File: src/design/hmc_pkg.sv
// Shared constants and types for the half-pel motion compensation predictor.
`timescale 1ns / 1ps
package hmc_pkg;

  localparam int unsigned LANES                = 8;
  localparam int unsigned PIX_W                = 8;
  localparam int unsigned SEG_W                = LANES * PIX_W;
  localparam int unsigned ROW_W                = (LANES + 1) * PIX_W;
  localparam int unsigned SEGMENTS_PER_ROW_DEF = 2;

  typedef struct packed {
    logic half_x;
    logic half_y;
    logic average_mode;
    logic segment;
    logic first_row;
    logic last_row;
  } hmc_ctl_t;

  typedef struct packed {
    logic     valid;
    hmc_ctl_t ctl;
  } hmc_stage_t;

endpackage

File: src/design/hmc_line_store.sv
// Previous-row store: synchronous memory, read-first, with registered read data.
`timescale 1ns / 1ps
module hmc_line_store import hmc_pkg::*; #(
  parameter int unsigned DEPTH  = SEGMENTS_PER_ROW_DEF,
  parameter int unsigned ADDR_W = (DEPTH > 1) ? $clog2(DEPTH) : 1
) (
  input  logic              clk,
  input  logic              en,
  input  logic [ADDR_W-1:0] addr,
  input  logic [ROW_W-1:0]  wdata,
  output logic [ROW_W-1:0]  rdata
);

  logic [ROW_W-1:0] mem [DEPTH];
  logic [ROW_W-1:0] rdata_r;

  always_ff @(posedge clk) begin
    if (en) begin
      rdata_r   <= mem[addr];
      mem[addr] <= wdata;
    end
  end

  assign rdata = rdata_r;

endmodule

File: src/design/hmc_interp.sv
// Per-lane half-pel interpolation, averaging and the output register.
`timescale 1ns / 1ps
module hmc_interp import hmc_pkg::*; (
  input  logic             clk,
  input  logic             rst_n,
  input  hmc_stage_t       s1,
  input  logic [ROW_W-1:0] cur_row,
  input  logic [ROW_W-1:0] up_row,
  input  logic [SEG_W-1:0] prior,
  output logic             s1_free,
  output logic             out_valid,
  input  logic             out_stall,
  output logic [SEG_W-1:0] out_predicted_pixels,
  output logic             out_segment,
  output logic             out_block_done
);

  logic             out_valid_r, out_valid_nxt;
  logic [SEG_W-1:0] pix_r, pix_nxt;
  logic             seg_r, done_r;
  logic             ready, drop, take;

  assign ready   = !out_valid_r || !out_stall;
  assign drop    = s1.ctl.half_y && s1.ctl.first_row;
  assign take    = s1.valid && !drop && ready;
  assign s1_free = !s1.valid || drop || ready;

  always_comb begin
    logic [PIX_W-1:0] a, b, u, v, d, p;
    logic [PIX_W+1:0] s;
    pix_nxt = '0;
    for (int i = 0; i < LANES; i++) begin
      a = cur_row[i*PIX_W +: PIX_W];
      b = cur_row[(i+1)*PIX_W +: PIX_W];
      u = up_row[i*PIX_W +: PIX_W];
      v = up_row[(i+1)*PIX_W +: PIX_W];
      d = prior[i*PIX_W +: PIX_W];
      s = '0;
      priority if (s1.ctl.half_x && s1.ctl.half_y) begin
        s = {2'b00, a} + {2'b00, b} + {2'b00, u} + {2'b00, v} + (PIX_W+2)'(2);
        p = s[PIX_W+1:2];
      end else if (s1.ctl.half_y) begin
        s = {2'b00, u} + {2'b00, a} + (PIX_W+2)'(1);
        p = s[PIX_W:1];
      end else if (s1.ctl.half_x) begin
        s = {2'b00, a} + {2'b00, b} + (PIX_W+2)'(1);
        p = s[PIX_W:1];
      end else begin
        p = a;
      end
      if (s1.ctl.average_mode) begin
        s = {2'b00, p} + {2'b00, d} + (PIX_W+2)'(1);
        p = s[PIX_W:1];
      end
      pix_nxt[i*PIX_W +: PIX_W] = p;
    end
  end

  always_comb begin
    if (take) begin
      out_valid_nxt = 1'b1;
    end else if (!out_stall) begin
      out_valid_nxt = 1'b0;
    end else begin
      out_valid_nxt = out_valid_r;
    end
  end

  always_ff @(posedge clk) begin
    if (!rst_n) begin
      out_valid_r <= 1'b0;
    end else begin
      out_valid_r <= out_valid_nxt;
    end
  end

  always_ff @(posedge clk) begin
    if (take) begin
      pix_r  <= pix_nxt;
      seg_r  <= s1.ctl.segment;
      done_r <= s1.ctl.last_row;
    end
  end

  assign out_valid            = out_valid_r;
  assign out_predicted_pixels = pix_r;
  assign out_segment          = seg_r;
  assign out_block_done       = done_r;

endmodule

File: src/design/halfpel_motion_comp_predict.sv
// Top level of the half-pel motion compensation predictor.
// An accepted transaction is registered in stage 1 and then in the output register.
// One segment per cycle if unstalled; each transaction reads and writes the line store once.
// A vertical first-row transaction only fills the line store and yields no result.
// Reset clears the pipeline valid flags; the line store is not cleared.
`timescale 1ns / 1ps
module halfpel_motion_comp_predict import hmc_pkg::*; #(
  parameter int unsigned SEGMENTS_PER_ROW = SEGMENTS_PER_ROW_DEF
) (
  input  logic             clk,
  input  logic             rst_n,
  input  logic             in_valid,
  output logic             in_stall,
  input  logic [SEG_W-1:0] in_ref_pixels,
  input  logic [PIX_W-1:0] in_ref_right,
  input  logic [SEG_W-1:0] in_prior_pixels,
  input  logic             in_half_x,
  input  logic             in_half_y,
  input  logic             in_average_mode,
  input  logic             in_segment,
  input  logic             in_first_row,
  input  logic             in_last_row,
  output logic             out_valid,
  input  logic             out_stall,
  output logic [SEG_W-1:0] out_predicted_pixels,
  output logic             out_segment,
  output logic             out_block_done
);

  localparam int unsigned ADDR_W = (SEGMENTS_PER_ROW > 1) ? $clog2(SEGMENTS_PER_ROW) : 1;

  logic              accept, s1_free;
  logic [ADDR_W-1:0] slot;
  logic [ROW_W-1:0]  cur_row, up_row;
  logic              s1_valid_r, s1_valid_nxt;
  hmc_ctl_t          s1_ctl_r;
  logic [ROW_W-1:0]  s1_cur_r;
  logic [SEG_W-1:0]  s1_prior_r;
  hmc_stage_t        s1;

  assign in_stall = !s1_free;
  assign accept   = in_valid && s1_free;
  assign cur_row  = {in_ref_right, in_ref_pixels};
  assign slot     = (SEGMENTS_PER_ROW > 1) ? ADDR_W'(in_segment) : '0;

  hmc_line_store #(
    .DEPTH  (SEGMENTS_PER_ROW),
    .ADDR_W (ADDR_W)
  ) u_store (
    .clk   (clk),
    .en    (accept),
    .addr  (slot),
    .wdata (cur_row),
    .rdata (up_row)
  );

  always_comb begin
    if (accept) begin
      s1_valid_nxt = 1'b1;
    end else if (s1_free) begin
      s1_valid_nxt = 1'b0;
    end else begin
      s1_valid_nxt = s1_valid_r;
    end
  end

  always_ff @(posedge clk) begin
    if (!rst_n) begin
      s1_valid_r <= 1'b0;
    end else begin
      s1_valid_r <= s1_valid_nxt;
    end
  end

  always_ff @(posedge clk) begin
    if (accept) begin
      s1_cur_r   <= cur_row;
      s1_prior_r <= in_prior_pixels;
      s1_ctl_r   <= '{half_x:       in_half_x,
                      half_y:       in_half_y,
                      average_mode: in_average_mode,
                      segment:      in_segment,
                      first_row:    in_first_row,
                      last_row:     in_last_row};
    end
  end

  assign s1 = '{valid: s1_valid_r, ctl: s1_ctl_r};

  hmc_interp u_interp (
    .clk                  (clk),
    .rst_n                (rst_n),
    .s1                   (s1),
    .cur_row              (s1_cur_r),
    .up_row               (up_row),
    .prior                (s1_prior_r),
    .s1_free              (s1_free),
    .out_valid            (out_valid),
    .out_stall            (out_stall),
    .out_predicted_pixels (out_predicted_pixels),
    .out_segment          (out_segment),
    .out_block_done       (out_block_done)
  );

endmodule

File: config.mk
export PLATFORM = sky130hd
export DESIGN_NAME = halfpel_motion_comp_predict
export DESIGN_NICKNAME = d
export VERILOG_FILES = /design/src/design/hmc_pkg.sv /design/src/design/hmc_line_store.sv /design/src/design/hmc_interp.sv /design/src/design/halfpel_motion_comp_predict.sv
export SDC_FILE = /design/constraint.sdc
export NUM_CORES = 1
export LEC_CHECK = 0
export ABC_AREA = 0
export CAP_MARGIN = 20
export CORE_ASPECT_RATIO = 1.5
export CORE_MARGIN = 1
export CORE_UTILIZATION = 40
export DETAILED_ROUTE_END_ITERATION = 12
export DONT_BUFFER_PORTS = 1
export PLACE_DENSITY_LB_ADDON = 0.3
export SYNTH_ARGS = -nofsm -noshare
export SYNTH_HDL_FRONTEND = slang
export SYNTH_HIERARCHICAL = 1
export SYNTH_SLANG_ARGS = --single-unit
File: constraint.sdc
create_clock -name clk -period 18.9 [get_ports clk]
set_input_delay 3.78 -clock clk [delete_from_list [all_inputs] [get_ports clk]]
set_output_delay 3.78 -clock clk [all_outputs]
set_load 0.02 [all_outputs]
==> impl_metrics.tcl <==
set metrics [dict create \
    synth_cell_types 91 \
    die-area_um2 71400 \
    syn_inst 2258 \
    cts_post_setup_buffers_inserted 0 \
    maxSlewHeadroom_pct 31.1 \
    p_leak_nw 11.8 \
    ant_nets 0 \
    nets 2771 \
    die_h_um 327 \
    crit_path_start "out_stall" \
    dp_hpwl_um 59400 \
    drt-wirelength-per-cell_um 24.0 \
    period_share_pct 41.7 \
    setup_viol 0 \
    tightest_slew_ns 1.03 \
    power_per_cell_area_nw_per_um2 105 \
    hold_viol_final 0 \
    synth_edf_count 424 \
    netlist_area_um2 28100 \
    path_clk_slew_ns 0.06 \
    cp_data_required_time_ns 15.12 \
    htreeDepth 2 \
    grt_max_degree 76 \
    timing.fmax_ghz 0.127 \
    path_max_fanout 3 \
    placed_cell_area_um2 29100 \
    rsz0062_at_grt "false" \
    numPortBuffers 0 \
    slew_violations 0 \
    criticalPathCategory "in -> out" \
    avgSynthCellArea_um2 12.4 \
    ys_ff_latch 426 \
    start_kind "input port" \
    drt_iter0_markers 1072 \
    die_w_um 218 \
    ys_warn_count 6 \
    synth_flop_cell "edfxtp_1" \
    syn_nets 2756 \
    fin_tns_setup_ns 0 \
    status "completed" \
    num_vias 18500 \
    drt-pass1-iter-count 5 \
    area_growth_pct 8.37 \
    vias_per_cell 5.77 \
    gp_congestion 0.898 \
    grt_pass1_vias 19100 \
    final_area_um2 30500 \
    cts-root-buf "clkbuf_16" \
    crit_arrival_ns 4.10 \
    row_count 118 \
    crit_cells 2 \
    max_cap_viol_count 0 \
    crit_path_top_delay_cell "inv_1" \
    reg2reg_from "s1_cur_r[48]" \
    drive_gt1_share_pct 10.8 \
    synth_top_area_share_pct 45.3 \
    cts_max_path_buffers 3 \
    synth_top_area_cell "edfxtp_1" \
    cts_resized 0 \
    cts_hold_buf 0 \
    antenna_found_initial 6 \
    synthTopCellsByArea "edfxtp_1 (45%), ha_1 (12%), fa_1 (5.1%)" \
    timing.rr.end "u_interp/out_predicted_pixels[54]" \
    period_needed_ns 7.88 \
    ys_seq_area_share_pct 45.4 \
    vdd_drop_max_mv 0.0873 \
    holdCritPathClass "reg -> reg" \
    grt_first_pass_wirelength_um 114000 \
    clock-sinks 426 \
    pin_count 214 \
    routed_wl_um 77000 \
    power_mw 3.19 \
    post-route-drc-count 0 \
    crit_chain "nand4_1 > inv_1" \
    rrSetupSlack_ns 13.13 \
    core_um2 69200 \
    groute.usage.overall_pct 21.5 \
    tritoncts "built" \
    rr_worst_depth 20 \
    clock_skew_ns 0.0212 \
    cp_top_family "buffers and inverters" \
    start_util_pct 40.6 \
    cp-end-kind "output port" \
    async_reset_ff_share_pct 0 \
    crit_end "in_stall" \
    critPathBufInv 1 \
    grt_overflow 0 \
    yosysMostFrequentCell "edfxtp_1" \
    clock_latency_ns 0.59 \
    cpPeakStageDelay_ns 0.21 \
    synthTopCellsByCount "edfxtp_1 (424), ha_1 (280), nor2_1 (142), a21oi_1 (125), xnor2_1 (122)" \
    numCtsBuffers 43 \
]
[final cells by class]
| cell class | count | area [um^2] |
|---|---|---|
| Clock buffer | 49 | 1100 |
| Sequential cell | 426 | 12800 |
| Timing Repair Buffer | 20 | 163 |
| Tap cell | 900 | 1130 |
| Fill cell | 6173 | 38800 |
| Clock inverter | 27 | 234 |
| Multi-Input combinational cell | 1672 | 14600 |
| Antenna cell | 3 | 7.51 |
| Inverter | 110 | 414 |
[power breakdown]
part	total (mW)	switching, mW	internal [mW]	leakage [nW]
Clock	0.823	0.362	0.461	0.651
Sequential	1.21	0.0765	1.13	4.07
Combinational	1.16	0.646	0.518	7.06
Total	3.19	1.08	2.11	11.8
[per-stage QoR]
stage | setup WS (ns) | hold slack (ns) | util (%) | std cells
after floorplan | 8.53 | 0.400 | - | 2258
after global placement | 10.99 | 0.401 | 42.0 | 3127
after detailed placement | 11.02 | 0.406 | 42.1 | 3128
after CTS | 11.02 | 0.421 | 44.0 | 3204
after global routing | 10.99 | 0.442 | 44.0 | 3206
final | 11.02 | 0.419 | 44.0 | 3207
[worst min path at each step]
| stage | to | slack [ns] | depth (start not counted) | startpoint |
|---|---|---|---|---|
| 2_1_floorplan | u_interp/out_block_done | 0.40 | 0 | s1[0] |
| 3_3_place_gp | u_interp/out_segment | 0.40 | 0 | s1[2] |
| 3_5_place_dp | u_interp/out_segment | 0.41 | 0 | s1[2] |
| 4_1_cts | u_interp/out_segment | 0.42 | 0 | s1[2] |
| 5_1_grt | u_interp/out_segment | 0.44 | 0 | s1[2] |
| 6_report | u_interp/out_segment | 0.42 | 0 | s1[2] |
[flip-flops by register name, indices dropped and copies added (netlist names)]
signal	flops
s1	6
s1_cur_r	72
s1_prior_r	64
s1_valid_r	1
u_interp/out_block_done	1
u_interp/out_predicted_pixels	64
u_interp/out_segment	1
u_interp/out_valid	1
u_store/mem	144
u_store/rdata	72
[cell families after synthesis]
logic type | Yosys count | synth area share (%)
simple gates | 428 | 7.49
flops | 426 | 45.4
fa+ha+maj | 352 | 17.6
compound gates | 555 | 13.8
buf+inv | 160 | 2.54
xor+xnor | 208 | 6.55
mux | 129 | 6.63
[routing by layer]
metal,up-vias,GRT usage (%),share of wire [%]
met1,9120,23.6,38
met2,588,38.4,50
li1,8578,-,-
met3,214,4.06,5.8
met5,-,0,0
met4,0,12.0,6.1
[placed cells by master (no fill, tap or decap), types with 44 or more instances in the layout]
master,count
o21ai_0,84
ha_1,280
o21a_1,55
mux2_4,58
nor2_1,142
nand2_1,81
inv_1,107
fa_1,72
xor2_1,85
a21o_1,60
xnor2_1,122
a211oi_1,44
edfxtp_1,424
a21oi_1,124
No activity file was read; power rests on OpenSTA's default activity.
